--- config.mk ---
export PLATFORM = sky130hd
export DESIGN_NAME = motor_align_run_sequencer_core
export DESIGN_NICKNAME = d
export VERILOG_FILES = /design/src/marseq_pkg.sv /design/src/marseq_fsm.sv /design/src/motor_align_run_sequencer_core.sv
export SDC_FILE = /design/constraint.sdc
export NUM_CORES = 1
export LEC_CHECK = 0
export ABC_CLOCK_PERIOD_IN_PS = 11300
export BUFFER_PORTS_ARGS = -buffer_cell sky130_fd_sc_hd__buf_4
export CAP_MARGIN = 15
export CORE_MARGIN = 2
export CORE_UTILIZATION = 25
export CTS_CLUSTER_DIAMETER = 60
export DETAILED_ROUTE_END_ITERATION = 12
export PLACE_DENSITY = 0.5
export SLEW_MARGIN = 20
export SYNTH_ARGS = -nofsm -noshare
export SYNTH_HDL_FRONTEND = slang
export SYNTH_SLANG_ARGS = --single-unit
--- constraint.sdc ---
create_clock -name clk -period 11.3 [get_ports clk]
set_input_delay 0.565 -clock clk [delete_from_list [all_inputs] [get_ports clk]]
set_output_delay 0.565 -clock clk [all_outputs]
set_load 0.02 [all_outputs]
--- src/marseq_pkg.sv ---
package marseq_pkg;

  typedef enum logic [2:0] {
    MODE_INIT  = 3'd0,
    MODE_RAMP  = 3'd1,
    MODE_HOLD  = 3'd2,
    MODE_READY = 3'd3,
    MODE_STOP  = 3'd4,
    MODE_ERROR = 3'd5
  } mode_t;

  localparam int unsigned CfgIndexWidth = 3;
  localparam int unsigned CfgDataWidth  = 32;

  typedef logic [CfgIndexWidth-1:0] cfg_index_t;

  localparam cfg_index_t REG_ALIGN_CURRENT_MAX  = 3'd0;
  localparam cfg_index_t REG_ALIGN_CURRENT_STEP = 3'd1;
  localparam cfg_index_t REG_ANGLE_STEP         = 3'd2;
  localparam cfg_index_t REG_ANGLE_START        = 3'd3;
  localparam cfg_index_t REG_HOLD_TICKS         = 3'd4;
  localparam cfg_index_t REG_TIMEOUT_LIMIT      = 3'd5;

  localparam logic [15:0] ALIGN_CURRENT_MAX_RST  = 16'd16384;
  localparam logic [15:0] ALIGN_CURRENT_STEP_RST = 16'd16;
  localparam logic [15:0] ANGLE_STEP_RST         = 16'd8;
  localparam logic [15:0] ANGLE_START_RST        = 16'd0;
  localparam logic [31:0] HOLD_TICKS_RST         = 32'd80000;
  localparam logic [15:0] TIMEOUT_LIMIT_RST      = 16'd0;

  // error bit positions
  localparam int unsigned ERR_DRIVER   = 0;
  localparam int unsigned ERR_ROLLOVER = 1;
  localparam int unsigned ERR_TIMEOUT  = 2;
  localparam int unsigned ERR_INDEX    = 3;

  typedef struct packed {
    logic [15:0] align_current_max;
    logic [15:0] align_current_step;
    logic [15:0] angle_step;
    logic [31:0] hold_ticks;
    logic [15:0] timeout_limit;
  } cfg_t;

  typedef struct packed {
    mode_t       mode;
    logic [15:0] d_ref;
    logic [31:0] tick;
    logic [15:0] angle;
  } state_t;

  typedef struct packed {
    logic        motor_enable;
    logic        system_enable;
    logic        driver_fault_pin;
    logic        rollover_error;
    logic        rollover_check;
    logic [15:0] timeout_count;
    logic        index_seen;
    logic        index_bad;
  } cmd_t;

  typedef struct packed {
    mode_t       mode;
    logic [3:0]  error_bits;
    logic [15:0] d_current_ref;
    logic        q_from_position_loop;
    logic        drive_active;
    logic        angle_override_valid;
    logic [15:0] forced_angle;
    logic        encoder_reset;
    logic        controller_reset;
    logic [31:0] tick_count;
  } result_t;

endpackage

--- src/marseq_fsm.sv ---
module marseq_fsm (
  input  marseq_pkg::cfg_t    cfg,
  input  marseq_pkg::state_t  cur,
  input  marseq_pkg::cmd_t    cmd,
  output marseq_pkg::state_t  nxt,
  output marseq_pkg::result_t res
);
  import marseq_pkg::*;

  logic [3:0]  err;
  mode_t       eff_mode;
  logic [16:0] ramp_sum;
  logic [15:0] ramp_sat;
  logic [31:0] tick_inc;

  always_comb begin
    err = '0;
    err[ERR_DRIVER]   = !cmd.driver_fault_pin;
    err[ERR_ROLLOVER] = cmd.rollover_error && cmd.rollover_check;
    err[ERR_TIMEOUT]  = (cfg.timeout_limit != 16'd0) && (cmd.timeout_count > cfg.timeout_limit);
    err[ERR_INDEX]    = cmd.index_seen && cmd.index_bad;
    eff_mode = (err != 4'd0) ? MODE_ERROR : cur.mode;
  end

  assign ramp_sum = {1'b0, cur.d_ref} + {1'b0, cfg.align_current_step};
  assign ramp_sat = ramp_sum[16] ? 16'hFFFF : ramp_sum[15:0];
  assign tick_inc = cur.tick + 32'd1;

  // next state
  always_comb begin
    nxt = cur;
    unique case (eff_mode)
      MODE_RAMP: begin
        nxt.tick  = '0;
        nxt.d_ref = ramp_sat;
        nxt.angle = cur.angle - cfg.angle_step;
        if (!cmd.motor_enable || !cmd.system_enable) begin
          nxt.mode = MODE_INIT;
        end else if (ramp_sat < cfg.align_current_max) begin
          nxt.mode = MODE_RAMP;
        end else begin
          nxt.mode = MODE_HOLD;
        end
      end
      MODE_HOLD: begin
        nxt.tick  = tick_inc;
        nxt.d_ref = cfg.align_current_max;
        if (!cmd.motor_enable || !cmd.system_enable) begin
          nxt.mode = MODE_INIT;
        end else if (tick_inc < cfg.hold_ticks) begin
          nxt.mode = MODE_HOLD;
        end else begin
          nxt.mode = MODE_READY;
        end
      end
      MODE_READY, MODE_STOP: begin
        nxt.tick  = tick_inc;
        nxt.d_ref = '0;
        if (!cmd.system_enable) begin
          nxt.mode = MODE_INIT;
        end else if (cmd.motor_enable) begin
          nxt.mode = MODE_READY;
        end else begin
          nxt.mode = MODE_STOP;
        end
      end
      MODE_ERROR: begin
        nxt.d_ref = '0;
        nxt.mode  = MODE_ERROR;
      end
      default: begin
        nxt.tick  = '0;
        nxt.d_ref = '0;
        nxt.mode  = (cmd.motor_enable && cmd.system_enable) ? MODE_RAMP : MODE_INIT;
      end
    endcase
  end

  // outputs
  always_comb begin
    res = '0;
    res.mode          = nxt.mode;
    res.error_bits    = err;
    res.d_current_ref = nxt.d_ref;
    res.forced_angle  = nxt.angle;
    res.tick_count    = nxt.tick;
    unique case (eff_mode)
      MODE_RAMP: begin
        res.drive_active         = 1'b1;
        res.angle_override_valid = (nxt.mode == MODE_RAMP);
        res.encoder_reset        = (nxt.mode != MODE_RAMP);
      end
      MODE_HOLD: begin
        res.drive_active  = 1'b1;
        res.encoder_reset = 1'b1;
      end
      MODE_READY: begin
        res.drive_active         = 1'b1;
        res.q_from_position_loop = 1'b1;
      end
      MODE_STOP: begin
        res.drive_active = 1'b1;
      end
      MODE_ERROR: begin
        res.drive_active = 1'b0;
      end
      default: begin
        res.encoder_reset    = 1'b1;
        res.controller_reset = 1'b1;
      end
    endcase
  end

endmodule

--- src/motor_align_run_sequencer_core.sv ---
// channel   direction  handshake                 payload
// in        input      in_valid / in_ready       enable bits, fault inputs, timeout_count
// out       output     out_valid / out_ready     mode, error_bits, references, strobes, tick_count
// cfg       input      cfg_write                 cfg_index, cfg_data (32 bits)
//
// one tick per cycle while the output is not stalled: the sequencer state and the result register
// update at the same edge the tick is taken, so the result shows in the cycle after the transfer
// in_ready is high while the result register is empty or being drained this cycle
// a stalled output holds the result and blocks new ticks; nothing is dropped
// rst is synchronous: mode init, references zero, config registers to their defaults
module motor_align_run_sequencer_core (
  input  logic        clk,
  input  logic        rst,
  input  logic        cfg_write,
  input  logic [2:0]  cfg_index,
  input  logic [31:0] cfg_data,
  input  logic        in_valid,
  output logic        in_ready,
  input  logic        motor_enable,
  input  logic        system_enable,
  input  logic        driver_fault_pin,
  input  logic        rollover_error,
  input  logic        rollover_check,
  input  logic [15:0] timeout_count,
  input  logic        index_seen,
  input  logic        index_bad,
  output logic        out_valid,
  input  logic        out_ready,
  output logic [2:0]  mode,
  output logic [3:0]  error_bits,
  output logic [15:0] d_current_ref,
  output logic        q_from_position_loop,
  output logic        drive_active,
  output logic        angle_override_valid,
  output logic [15:0] forced_angle,
  output logic        encoder_reset,
  output logic        controller_reset,
  output logic [31:0] tick_count
);
  import marseq_pkg::*;

  cfg_t    cfg;
  state_t  state;
  state_t  state_next;
  cmd_t    cmd;
  result_t res_next;
  result_t res;
  logic    in_accept;

  assign in_ready  = !out_valid || out_ready;
  assign in_accept = in_valid && in_ready;

  assign cmd.motor_enable     = motor_enable;
  assign cmd.system_enable    = system_enable;
  assign cmd.driver_fault_pin = driver_fault_pin;
  assign cmd.rollover_error   = rollover_error;
  assign cmd.rollover_check   = rollover_check;
  assign cmd.timeout_count    = timeout_count;
  assign cmd.index_seen       = index_seen;
  assign cmd.index_bad        = index_bad;

  marseq_fsm u_fsm (
    .cfg (cfg),
    .cur (state),
    .cmd (cmd),
    .nxt (state_next),
    .res (res_next)
  );

  always_ff @(posedge clk) begin
    if (rst) begin
      cfg.align_current_max  <= ALIGN_CURRENT_MAX_RST;
      cfg.align_current_step <= ALIGN_CURRENT_STEP_RST;
      cfg.angle_step         <= ANGLE_STEP_RST;
      cfg.hold_ticks         <= HOLD_TICKS_RST;
      cfg.timeout_limit      <= TIMEOUT_LIMIT_RST;
    end else if (cfg_write) begin
      unique case (cfg_index)
        REG_ALIGN_CURRENT_MAX:  cfg.align_current_max  <= cfg_data[15:0];
        REG_ALIGN_CURRENT_STEP: cfg.align_current_step <= cfg_data[15:0];
        REG_ANGLE_STEP:         cfg.angle_step         <= cfg_data[15:0];
        REG_HOLD_TICKS:         cfg.hold_ticks         <= cfg_data;
        REG_TIMEOUT_LIMIT:      cfg.timeout_limit      <= cfg_data[15:0];
        default: ;
      endcase
    end
  end

  // writing the start angle also reloads the forced angle
  always_ff @(posedge clk) begin
    if (rst) begin
      state.mode  <= MODE_INIT;
      state.d_ref <= '0;
      state.tick  <= '0;
      state.angle <= ANGLE_START_RST;
    end else if (cfg_write && (cfg_index == REG_ANGLE_START)) begin
      state.angle <= cfg_data[15:0];
    end else if (in_accept) begin
      state <= state_next;
    end
  end

  always_ff @(posedge clk) begin
    if (rst) begin
      out_valid <= 1'b0;
    end else if (in_accept) begin
      out_valid <= 1'b1;
    end else if (out_ready) begin
      out_valid <= 1'b0;
    end
  end

  always_ff @(posedge clk) begin
    if (in_accept) begin
      res <= res_next;
    end
  end

  assign mode                 = res.mode;
  assign error_bits           = res.error_bits;
  assign d_current_ref        = res.d_current_ref;
  assign q_from_position_loop = res.q_from_position_loop;
  assign drive_active         = res.drive_active;
  assign angle_override_valid = res.angle_override_valid;
  assign forced_angle         = res.forced_angle;
  assign encoder_reset        = res.encoder_reset;
  assign controller_reset     = res.controller_reset;
  assign tick_count           = res.tick_count;

  a_error_sticky: assert property (@(posedge clk) disable iff (rst)
    state.mode == MODE_ERROR |=> state.mode == MODE_ERROR)
    else $error("sequencer left the error state");

  a_fault_to_error: assert property (@(posedge clk) disable iff (rst)
    in_accept && !driver_fault_pin |=> out_valid && mode == MODE_ERROR && error_bits[ERR_DRIVER])
    else $error("driver fault did not reach the error state");

  a_ctl_reset_in_init: assert property (@(posedge clk) disable iff (rst)
    out_valid && controller_reset |-> encoder_reset && !drive_active && !q_from_position_loop)
    else $error("controller reset outside init behavior");

  a_empty_takes_input: assert property (@(posedge clk) disable iff (rst)
    !out_valid |-> in_ready)
    else $error("empty result register refused a tick");

endmodule
; ---- Yosys cells after proc, flatten, opt, wreduce, memory -nomap -nowiden
; Cells that the tools add are included.
[totals]
in_bits = 63
ff_bits = 240
wordCells = 87
[op_classes]
n_mux = 20
eq_ne = 12
magnitude_cmp = 3
reduce_logical = 28
addsub = 3
bitwise = 1
[op_table]
columns = op, n
row1 = case mux 19 bit (4 select lines), 1
row2 = two-way mux 16 bit, 4
row3 = case mux 32 bit (2 select lines), 1
row4 = "adder 32 x 1 -> 32 bit, second input constant", 1
row5 = less-than comparator 32 bit, 1
row6 = adder 16 x 16 -> 17 bit, 1
row7 = greater-than comparator 16 bit, 1
row8 = less-than comparator 16 bit, 1
row9 = nonzero test 16 bit, 1
row10 = subtractor 16 bit, 1
row11 = "== test 3 x 2 -> 1 bit, second input constant", 4
row12 = "== test 3 bit, second input constant", 4
row13 = AND reduction 2 bit, 6
row14 = "== test 3 x 1 -> 1 bit, second input constant", 3
row15 = two-way mux 3 bit, 3
row16 = two-way mux 1 bit, 7
row17 = logical AND 1 bit, 6
row18 = two-way mux 2 bit, 3
row19 = OR reduction 3 bit, 2
row20 = OR reduction 5 bit, 1
row21 = logical NOT 1 bit, 4
row22 = nonzero test 2 bit, 2
row23 = nonzero test 4 bit, 1
row24 = OR reduction 4 bit, 1
row25 = other kinds (6), 7

; ---- Depth between registers and ports, before layout
; Gate-level depths: netlist of the first run.
[depth]
word_depth = 9
ltp_mapped = 17

; ---- Cells and area by module
; From an unflattened synthesis of the first run, not the netlist that was laid out.
[hier_totals]
cells_unflattened = 1638
hier_area_um2 = 14327.5
[modules_own_cells]
columns = mod, cells_per_inst, area_each_um2, seq_area_each_um2, n_inst
row1 = motor_align_run_sequencer_core, 827, 8834.7, 5565.3, 1
row2 = marseq_fsm, 811, 5492.8, 0.0, 1

; ---- Worst setup path before layout of the first run
; Ideal clock, no wire load.
[synth_timing]
path_kind = in2reg
startpoint = input port out_ready
endpoint = register state[55] (netlist name)
stages = 7
arrival_ns = 3.542
path_slack_ns = 7.642
setup_ns = 0.116
n_path_buf = 2
path_cell_list = nand2b_1 nand2_1 inv_1 nand2_1 clkbuf_1 clkbuf_1 o211a_1
[synth_via]
elab_chain_cells = 3
[synth_lines]
columns = element, line_no
row1 = "start, declared", motor_align_run_sequencer_core.sv:28  ; input logic out_ready,
row2 = logical OR 1 bit, motor_align_run_sequencer_core.sv:50  ; assign in_ready = !out_valid || out_ready;
row3 = logical AND 1 bit, motor_align_run_sequencer_core.sv:51  ; assign in_accept = in_valid && in_ready;
row4 = named net in_accept, motor_align_run_sequencer_core.sv:48  ; logic in_accept;
row5 = AND reduction 2 bit (no line), -
row6 = "end signal, assigned", motor_align_run_sequencer_core.sv:99  ; state <= state_next;
row7 = "end, declared", motor_align_run_sequencer_core.sv:43  ; state_t state;
; The timed path passes the listed nets, and every way through them passes these cells.
; A chain may end at the register's enable or synchronous reset.

==> flow_summary_export.csv, run 1 <==
group,metric,value,unit
synthesis,synthXorXnorAreaFrac,3.19,%
outcome,outcome,"completed",
clock_tree,post_cts_buffers,0,
die,num_rows,84,
clock_tree,cts_buffer_depth,3,
route,drt-total-wl,44.1,mm
placement,place_hpwl,31.4,mm
setup_path,worstSetupEndpointType,"flop",
synthesis,syn_avg_cell_area,8.35,µm²
timing,maxSlewHeadroom,24.3,%
finish,fillers,5584,
clock_tree,root_buffer,"clkbuf_16",
clock_tree,postCtsHoldBufs,0,
pwr,ir_worst_vdd,0.000102,V
route,drc_errors,0,
setup_path,crit_chain,"ha_1, fa_1, nand2_1, a21oi_1, o22ai_2, o21bai_1, o21ai_2, o21ai_0, ha_1, a21o_1, a21oi_1, nor2b_1, o31ai_1, a31o_2, nand2_1, o31a_1",
die,die_w,235,µm
global_routing,grt_max_degree,79,
finish,antenna_cells,0,
die,ios,141,
hold_path,worstHoldStart,"cfg_data[16]",
timing,rsz0062_at_grt,"no",
placement,portBuffers,140,
die,die_h,235,µm
setup_path,required,11640,ps
hold_path,hold_path_depth,3,
timing,setup_viol,0,
global_routing,grt-ovfl-total,0,
timing,fin_skew,27.1,ps
finish,final_cells,2412,
synthesis,yosysSeqAreaShare,41.7,%
clock_tree,numCtsBuffers,31,
timing,finalHoldViolCount,0,
global_routing,grt_pass1_vias,11600,
synthesis,syn_inst,1599,
synthesis,synth_edf_count,76,
setup_path,max_stage_delay,680,ps
finish,multi_input_area,0.00702,mm²
timing,setup_tns,0,ps
placement,dp_slack,7080,ps
global_routing,grt_pass1_wl,67.6,mm
global_routing,antenna_found_initial,2,
setup_path,slowest_stage,"o21ai_2",
setup_path,crit_buf_inv,0,
route,detail-route-antenna-nets,0,
clock_tree,cts_resized,0,
flow_run,cap_viol_max_count,0,
clock_tree,worstSkewPairLatency,590,ps
placement,gp_congestion,0.841,
route,drt_iter0_markers,862,
setup_path,reg2reg_setup_slack,7090,ps
placement,placedCellCount,2353,
setup_path,worstSetupPathType,"flop to flop",
finish,syn_to_final_growth,20.5,%
timing,min_period,4210,ps
hold_path,hp-class,"input pin to flop",
synthesis,synth_nets,1758,
route,via_per_inst,4.90,
timing,fmax,238,MHz
clock_tree,clock_sinks,240,
synthesis,netlist-cell-type-count,72,
setup_path,startpoint_type,"flop",
setup_path,r2r-start,"cfg[64]",
global_routing,grt_util_all_layers,15.5,%
synthesis,synth_mux_area_share,0.543,%
timing,fin_crit_sh,37.2,%
die,dieArea,0.0553,mm²
setup_path,cp_max_fo,19,
synthesis,synth_seq_cells,240,
synthesis,synth_flop_cell,"dfxtp_1",
finish,fin_util,30.6,%
pwr,p_leak,6.44,nW
synthesis,async_reset_ff_share,0,%
route,wl_per_cell,18.3,µm
timing,worst_pin_slew,1130,ps
die,design.core.area,0.0527,mm²
hold_path,worst_hold_path.endpoint,"cfg[32]",
finish,nets,1858,
finish,register_area,0.00557,mm²
setup_path,r2r_end,"encoder_reset",
finish,drive_above_1_share,13.2,%
setup_path,r2r_cells,16,
die,start_util,25.4,%
synthesis,synth_area,0.0134,mm²
clock_tree,h-tree-depth,1,
finish,final_common_cell,"nand2_1",
setup_path,crit_arrival,4550,ps
clock_tree,clk_pin_slew,60,ps
clock_tree,cts_tree,"done",
timing,drv_slew,0,
route,drt_pass1_iterations,6,
synthesis,synth_adder_area_share,9.11,%
timing,holdWs,221,ps
synthesis,yosys_warnings,0,
synthesis,synth_compound_area_share,19.6,%
timing,final.setup.worst_slack,7090,ps
pwr,power_density,141,mW/mm²
synthesis,synth_top_family_by_area,"simple AND/OR/NAND/NOR gates",
synthesis,synthSimpleGateAreaFrac,19.9,%
setup_path,cp_top_family,"compound AO/OA/AOI/OAI gates",
route,vias,11800,
finish,final_cell_mix,"309 x nand2_1, 164 x dfxtp_1, 152 x buf_4",
logic make-up after synthesis:
kind of cell,Yosys count
AOI/OAI and AO/OA,408
xor gates and xnor gates,47
adders and majority gates,96
buffers and inverters,207
DFF,240
muxes,7
and+or+nand+nor,594
per-stage QoR:
stage	cell area, µm²	total power [W]
final	16100	0.00227
after global routing	16100	0.00237
after CTS	16100	0.00230
after detailed placement	15000	0.00130
after global placement	15000	0.00130
after floorplan	13400	0.00117
per-layer routing:
layer	routed length (µm)	up-vias	global-route usage, %
met5	30	-	0
met4	1130	4	5.04
met3	2830	74	3.01
met2	20100	346	24.9
met1	20100	5591	20.8
li1	-	5801	-
how the worst max path moves through the flow:
stage                    from       endpoint  slack [ps]  depth (start not counted)
global placement      cfg[64]  encoder_reset        7170                         16
detailed placement    cfg[64]  encoder_reset        7080                         16
CTS                   cfg[64]  encoder_reset        7070                         16
finish                cfg[64]  encoder_reset        7090                         16
global route          cfg[64]  encoder_reset        6800                         16
floorplan           out_ready      state[55]        7640                          7
cell usage after synthesis, types with 12 or more instances:
cell | n | area (µm²)
edfxtp_1 | 76 | 2280
nor2_1 | 101 | 379
nand3_1 | 35 | 175
o21a_1 | 12 | 90.1
nor3_1 | 33 | 165
o21ai_1 | 16 | 80.1
dfxtp_1 | 164 | 3280
nand2_1 | 309 | 1160
nand2b_1 | 24 | 150
nand4_1 | 25 | 156
a211oi_1 | 14 | 105
ha_1 | 94 | 1180
o21ai_0 | 67 | 335
xor2_1 | 19 | 166
inv_1 | 121 | 454
xnor2_1 | 26 | 228
a21o_1 | 18 | 135
nor4_1 | 12 | 75.1
clkbuf_1 | 70 | 263
a22o_1 | 16 | 140
and3_1 | 16 | 100
a21oi_1 | 149 | 746
cell type report:
| cell class | instances | area share [%] |
|---|---|---|
| timing repair buffer | 153 | 7.26 |
| clock buffer | 48 | 5.76 |
| sequential | 240 | 34.6 |
| inverter | 121 | 2.83 |
| clock inverter | 10 | 0.583 |
| multi-input combinational | 1152 | 43.6 |
| tap | 688 | 5.35 |
worst min-delay path: cells and delay by family:
| family | cells | cell delay, ps |
|---|---|---|
| AO/OA/AOI/OAI | 1 | 70 |
| buffers and inverters | 1 | 80 |
| AND/OR/NAND/NOR | 1 | 40 |
state kept, by name, summed over array words and instances, names as in the netlist, 3 cells and up:
name and flops:
tick_count 32, error_bits 4, cfg 96, mode 3, state 67, d_current_ref 16
forced_angle 16
power breakdown:
part / switching (W) / internal (W) / leakage, nW / total [W]
sequential: 0.0000274 / 0.000930 / 2.09 / 0.000958
combinational: 0.000205 / 0.000122 / 3.85 / 0.000327
clock: 0.000396 / 0.000587 / 0.496 / 0.000982
total: 0.000628 / 0.00164 / 6.44 / 0.00227
Power figures use the tool's default switching activity.
==> inputs of run 2 (changes only) <==
--- a/config.mk
+++ b/config.mk
@@ -5,7 +5,8 @@
 export SDC_FILE = /design/constraint.sdc
 export NUM_CORES = 1
 export LEC_CHECK = 0
-export ABC_CLOCK_PERIOD_IN_PS = 11300
+export ABC_AREA = 1
+export ABC_CLOCK_PERIOD_IN_PS = 4100
 export BUFFER_PORTS_ARGS = -buffer_cell sky130_fd_sc_hd__buf_4
 export CAP_MARGIN = 15
 export CORE_MARGIN = 2
==> constraint.sdc (replaced) <==
create_clock -name clk -period 4.1 [get_ports clk]
set_input_delay 0.205 -clock clk [delete_from_list [all_inputs] [get_ports clk]]
set_output_delay 0.205 -clock clk [all_outputs]
set_load 0.02 [all_outputs]
==> flow_summary_export.csv, run 2 <==
group,metric,value,unit
outcome,outcome,"completed",
placement,placedInstanceArea,0.0146,mm²
hold_path,hp-class,"input pin to flop",
synthesis,synth_nets,1772,
global_routing,grt-ovfl-total,0,
finish,fillers,5293,
setup_path,r2r-start,"state[18]",
route,drt_iter0_markers,734,
global_routing,grt_pass1_vias,10900,
pwr,power_density,397,mW/mm²
global_routing,grt_pass1_wl,63.0,mm
setup_path,r2r_end,"encoder_reset",
finish,nets,1942,
flow_run,cap_viol_max_count,0,
route,vias,11300,
finish,drive_above_1_share,13.6,%
clock_tree,worstSkewPairLatency,570,ps
placement,placedCellCount,2383,
timing,fin_crit_sh,91.5,%
clock_tree,clock_sinks,240,
finish,final_cells,2480,
finish,antenna_cells,0,
finish,final_cell_mix,"255 x nand2_1, 249 x inv_1, 183 x o21ai_0",
setup_path,startpoint_type,"flop",
route,wl_per_cell,16.5,µm
route,drc_errors,0,
global_routing,antenna_found_initial,5,
setup_path,path_depth,25,
timing,drv_slew,0,
setup_path,slowest_stage,"dfxtp_1",
finish,multi_input_area,0.00605,mm²
clock_tree,numCtsBuffers,31,
route,drt-total-wl,40.9,mm
synthesis,syn_avg_cell_area,7.93,µm²
timing,finalHoldViolCount,0,
setup_path,required,4540,ps
synthesis,synth_area_leaders,"dfxtp_1 26%, edfxtp_1 18%, ha_1 9.2%",
synthesis,synth_area,0.0128,mm²
synthesis,async_reset_ff_share,0,%
timing,fin_skew,17.0,ps
finish,final_common_cell,"nand2_1",
finish,register_area,0.00557,mm²
finish,regMostFlops,"cfg",
die,ios,141,
setup_path,cp_max_fo,5,
setup_path,startpoint,"state[18]",
synthesis,yosys.area.top_type,"dfxtp_1",
setup_path,crit_top_cell,"nand2_1",
synthesis,yosysMostFrequentCell,"nand2_1",
setup_path,r2r_cells,25,
pwr,p_leak,7.06,nW
setup_path,cp_top_family,"simple AND/OR/NAND/NOR gates",
clock_tree,root_buffer,"clkbuf_16",
timing,fmax,266,MHz
pwr,ir_worst_vdd,0.000361,V
clock_tree,clk_pin_slew,60,ps
clock_tree,cts_tree,"done",
die,die_w,230,µm
synthesis,synth_flop_cell,"dfxtp_1",
finish,largest_reg_flops,96,
route,detail-route-antenna-nets,0,
synthesis,syn_inst,1613,
global_routing,grt_max_degree,82,
die,start_util,25.4,%
die,dieArea,0.0530,mm²
clock_tree,cts_buffer_depth,3,
setup_path,max_stage_delay,430,ps
synthesis,netlist-cell-type-count,50,
setup_path,crit_arrival,4190,ps
setup_path,worstSetupEndpointType,"flop",
route,drt_pass1_iterations,5,
global_routing,grt_util_all_layers,15.2,%
synthesis,yosysTopAreaCellShare,25.7,%
finish,syn_to_final_growth,24.7,%
placement,place_hpwl,29.9,mm
finish,fin_area,0.0159,mm²
setup_path,reg2reg_setup_slack,350,ps
placement,portBuffers,140,
timing,setup_tns,0,ps
synthesis,yosysSeqAreaShare,43.5,%
setup_path,worstSetupPathType,"flop to flop",
setup_path,crit_buf_inv,1,
timing,maxSlewHeadroom,41.7,%
placement,gp_congestion,0.882,
timing,min_period,3750,ps
timing,worst_pin_slew,874,ps
clock_tree,h-tree-depth,1,
synthesis,synth_common_cells,"257 x nand2_1, 251 x inv_1, 183 x o21ai_0, 171 x a21oi_1, 164 x dfxtp_1",
die,design.core.area,0.0504,mm²
timing,setup_viol,0,
synthesis,synth_seq_cells,240,
timing,holdWs,19.9,ps
die,die_h,230,µm
synthesis,synth_edf_count,76,
setup_path,critPathCapture,"encoder_reset",
route,via_per_inst,4.56,
synthesis,yosys_warnings,0,
die,num_rows,82,
## run 2: logic make-up (layout without fill, tap and decap cells)
family                   after synthesis  after routing  share of synthesized area, %
AND/OR/NAND/NOR                      484            484                          16.5
AO/OA/AOI/OAI                        440            440                          18.4
buffers and inverters                314            509                          9.41
flip-flops                           240            240                          43.5
adder cells (fa/ha/maj)               96             96                          9.51
XOR/XNOR                              39             39                          2.67
## run 2: final cells by class
class / instances / share of cell area (%)
clock buffers: 44 / 5.30
inverters: 255 / 6.02
well taps: 672 / 5.27
multi-input cells: 1059 / 37.9
repair buffers: 196 / 9.84
clock inverters: 14 / 0.714
flip-flops and latches: 240 / 34.9
## run 2: worst reg2reg max path: cells and delay by family (launching register included)
kind | cells | cell delay [ps]
adder cells (fa/ha/maj) | 1 | 290
AND/OR/NAND/NOR | 17 | 1890
flip-flops | 1 | 430
buffers and inverters | 1 | 80
XOR/XNOR | 1 | 230
AO/OA/AOI/OAI | 5 | 720
## run 2: what timing repair did
item,in CTS,in global routing
setup buffers,0,0
hold buffers,39,0
setup endpoints to repair,0,3
gates resized for setup,0,7
endpoints found under the hold margin,68,0
## run 2: layer usage
layer	wire [µm]	GRT usage, %	vias to the layer above	part of all wire (%)
li1	-	-	5739	-
met1	18800	20.6	5193	46
met2	18100	24.3	303	44
met3	2730	3.32	76	6.7
met4	1180	4.40	10	2.9
met5	70	0	-	0.17
## run 2: worst min-delay path by stage
stage                     cells after the start           from  slack (ps)         to
after floorplan                               2    cfg_data[4]         330    cfg[68]
after global placement                        2        cfg[52]         440    cfg[52]
after detailed placement                      2        cfg[52]         450    cfg[52]
after CTS                                     3  system_enable          10    mode[2]
after global routing                          3       in_valid          50  out_valid
final                                         3       in_valid          20  out_valid
## run 2: power breakdown
| group | leakage [nW] | total (W) | switching, W | internal (W) |
|---|---|---|---|---|
| sequential | 2.11 | 0.00268 | 0.0000778 | 0.00261 |
| clock | 0.467 | 0.00256 | 0.00107 | 0.00150 |
| combinational | 4.49 | 0.00109 | 0.000687 | 0.000399 |
## run 2: metrics by stage
stage | power, W | utilization [%] | setup slack (ps)
2_1_floorplan | 0.00339 | - | 522
3_3_place_gp | 0.00378 | 28.9 | 236
3_5_place_dp | 0.00379 | 28.9 | 273
4_1_cts | 0.00643 | 31.6 | 259
5_1_grt | 0.00666 | 31.7 | -3.56
6_report | 0.00633 | 31.7 | 347
==> inputs of run 3 (changes only) <==
--- a/config.mk
+++ b/config.mk
@@ -6,7 +6,7 @@
 export NUM_CORES = 1
 export LEC_CHECK = 0
 export ABC_AREA = 1
-export ABC_CLOCK_PERIOD_IN_PS = 4100
+export ABC_CLOCK_PERIOD_IN_PS = 4200
 export BUFFER_PORTS_ARGS = -buffer_cell sky130_fd_sc_hd__buf_4
 export CAP_MARGIN = 15
 export CORE_MARGIN = 2
==> constraint.sdc (replaced) <==
create_clock -name clk -period 4.2 [get_ports clk]
set_input_delay 0.21 -clock clk [delete_from_list [all_inputs] [get_ports clk]]
set_output_delay 0.21 -clock clk [all_outputs]
set_load 0.02 [all_outputs]
==> flow_summary_export.csv, run 3 (same netlist as run 2, synthesis figures left out) <==
group,metric,value,unit
global_routing,antenna_found_initial,5,
placement,portBuffers,140,
die,dieArea,0.0530,mm²
timing,fin_crit_sh,91.8,%
die,die_h,230,µm
global_routing,grt_max_degree,82,
clock_tree,cts_tree,"done",
flow_run,cap_viol_max_count,0,
route,via_per_inst,4.55,
die,num_rows,82,
route,vias,11300,
finish,syn_to_final_growth,25.4,%
placement,gp_congestion,0.887,
route,wl_per_cell,16.7,µm
hold_path,worstHoldStart,"cfg_data[17]",
clock_tree,worstSkewPairLatency,540,ps
die,die_w,230,µm
route,drt-total-wl,41.4,mm
setup_path,worstSetupEndpointType,"flop",
global_routing,grt_util_all_layers,15.5,%
timing,finalHoldViolCount,0,
setup_path,crit_chain,"ha_1, nand3_1, nor4_4, nand4_2, nor2_1, nand4_1, xor2_1, inv_1, ha_1, nand2_1, nor3_1, and3_1, a21oi_1, nor2_1, nor2_1, nand2_1, nand2_1, nand2_1, nand2_1, nand2_1, nand2_1",
setup_path,crit_arrival,4150,ps
finish,fin_util,31.8,%
clock_tree,numCtsBuffers,34,
setup_path,cp_max_fo,5,
setup_path,slowest_stage,"dfxtp_1",
global_routing,grt_pass1_vias,10900,
finish,regMostFlops,"cfg",
pwr,power_density,413,mW/mm²
setup_path,startpoint,"state[16]",
finish,largest_reg_flops,96,
hold_path,hp-class,"input pin to flop",
timing,min_period,3850,ps
setup_path,worstSetupPathType,"flop to flop",
clock_tree,cts_buffer_depth,3,
clock_tree,clk_pin_slew,60,ps
timing,drv_slew,0,
setup_path,required,4500,ps
timing,rsz0062_at_grt,"no",
route,detail-route-antenna-nets,0,
clock_tree,root_buffer,"clkbuf_16",
finish,drive_above_1_share,14.0,%
timing,setup_viol,0,
timing,maxSlewHeadroom,38.7,%
pwr,p_leak,7.10,nW
clock_tree,clock_sinks,240,
timing,worst_pin_slew,920,ps
timing,fin_skew,25.3,ps
route,drt_iter0_markers,695,
finish,nets,1934,
setup_path,crit_top_cell,"nand2_1",
timing,setup_tns,0,ps
finish,final_cell_mix,"256 x nand2_1, 249 x inv_1, 183 x o21ai_0",
setup_path,max_stage_delay,430,ps
die,ios,141,
route,drc_errors,0,
finish,final_common_cell,"nand2_1",
route,drt_pass1_iterations,5,
global_routing,grt-ovfl-total,0,
pwr,ir_worst_vdd,0.000225,V
finish,register_area,0.00557,mm²
global_routing,grt_pass1_wl,63.7,mm
setup_path,r2r-start,"state[16]",
finish,antenna_cells,0,
finish,multi_input_area,0.00605,mm²
outcome,outcome,"completed",
die,start_util,25.4,%
clock_tree,h-tree-depth,2,
timing,fmax,259,MHz
setup_path,startpoint_type,"flop",
finish,fillers,5298,
placement,place_hpwl,29.8,mm
die,design.core.area,0.0504,mm²
[run 3: changes by cell type in the layout (fill, tap and decap cells not counted), moves of 2 or more]
| cell | change |
|---|---|
| clkinvlp_4 | +4 |
| clkbuf_16 | +6 |
| clkinv_2 | -4 |
| dlygate4sd3_1 | -10 |
| clkinv_1 | +4 |
| clkbuf_1 | -10 |
| clkbuf_8 | +2 |
[run 3: power by group]
part / switching (W) / internal [W]
sequential: 0.0000751 / 0.00254
combinational: 0.000672 / 0.000383
clock: 0.00115 / 0.00180
[run 3: worst paths after layout]
check | endpoint | slack, ps | cells past startpoint
hold / removal | cfg[33] | 10 | 3
setup / recovery | encoder_reset | 350 | 21
hold reg to reg | cfg[55] | 460 | 2
setup reg to reg | encoder_reset | 350 | 21
[run 3: final cells by class]
cell class,instances,share of cell area (%)
flip-flops and latches,240,34.7
repair buffers,185,9.11
clock buffers,42,6.14
clock inverters,20,1.12
multi-input cells,1059,37.7
inverters,255,5.98
well taps,672,5.24
[run 3: critical path, delay by kind of cell (launching register included)]
| family | cells | cell delay [ps] |
|---|---|---|
| xor+xnor | 1 | 340 |
| buf+inv | 1 | 90 |
| compound gates | 1 | 80 |
| fa+ha+maj | 2 | 500 |
| simple gates | 16 | 2180 |
| flops | 1 | 430 |
[run 3: stage by stage]
stage	power, W	hold slack, ps	cell area [µm²]	instances	setup WS [ps]
2_1_floorplan	0.00331	336	12800	1613	622
3_3_place_gp	0.00369	445	14600	2381	364
3_5_place_dp	0.00370	454	14600	2381	264
4_1_cts	0.00673	3.02	16000	2472	271
5_1_grt	0.00697	17.9	16000	2473	14.4
6_report	0.00663	13.8	16000	2473	346
[run 3: repair_timing]
action / 4_1_cts / 5_1_grt
buffers inserted: 0 / 1
endpoints found under the hold margin: 33 / 0
endpoints found under the setup margin: 0 / 3
gates resized for setup: 0 / 4
hold buffers: 29 / 0
[run 3: per-layer routing]
metal  GRT usage [%]  up-vias  wire [µm]
met1            21.2     5214      19800
met4            3.95        6        725
met2            24.8      268      18500
met3            3.42       54       2310
li1                -     5710          -
met5               0        -         40
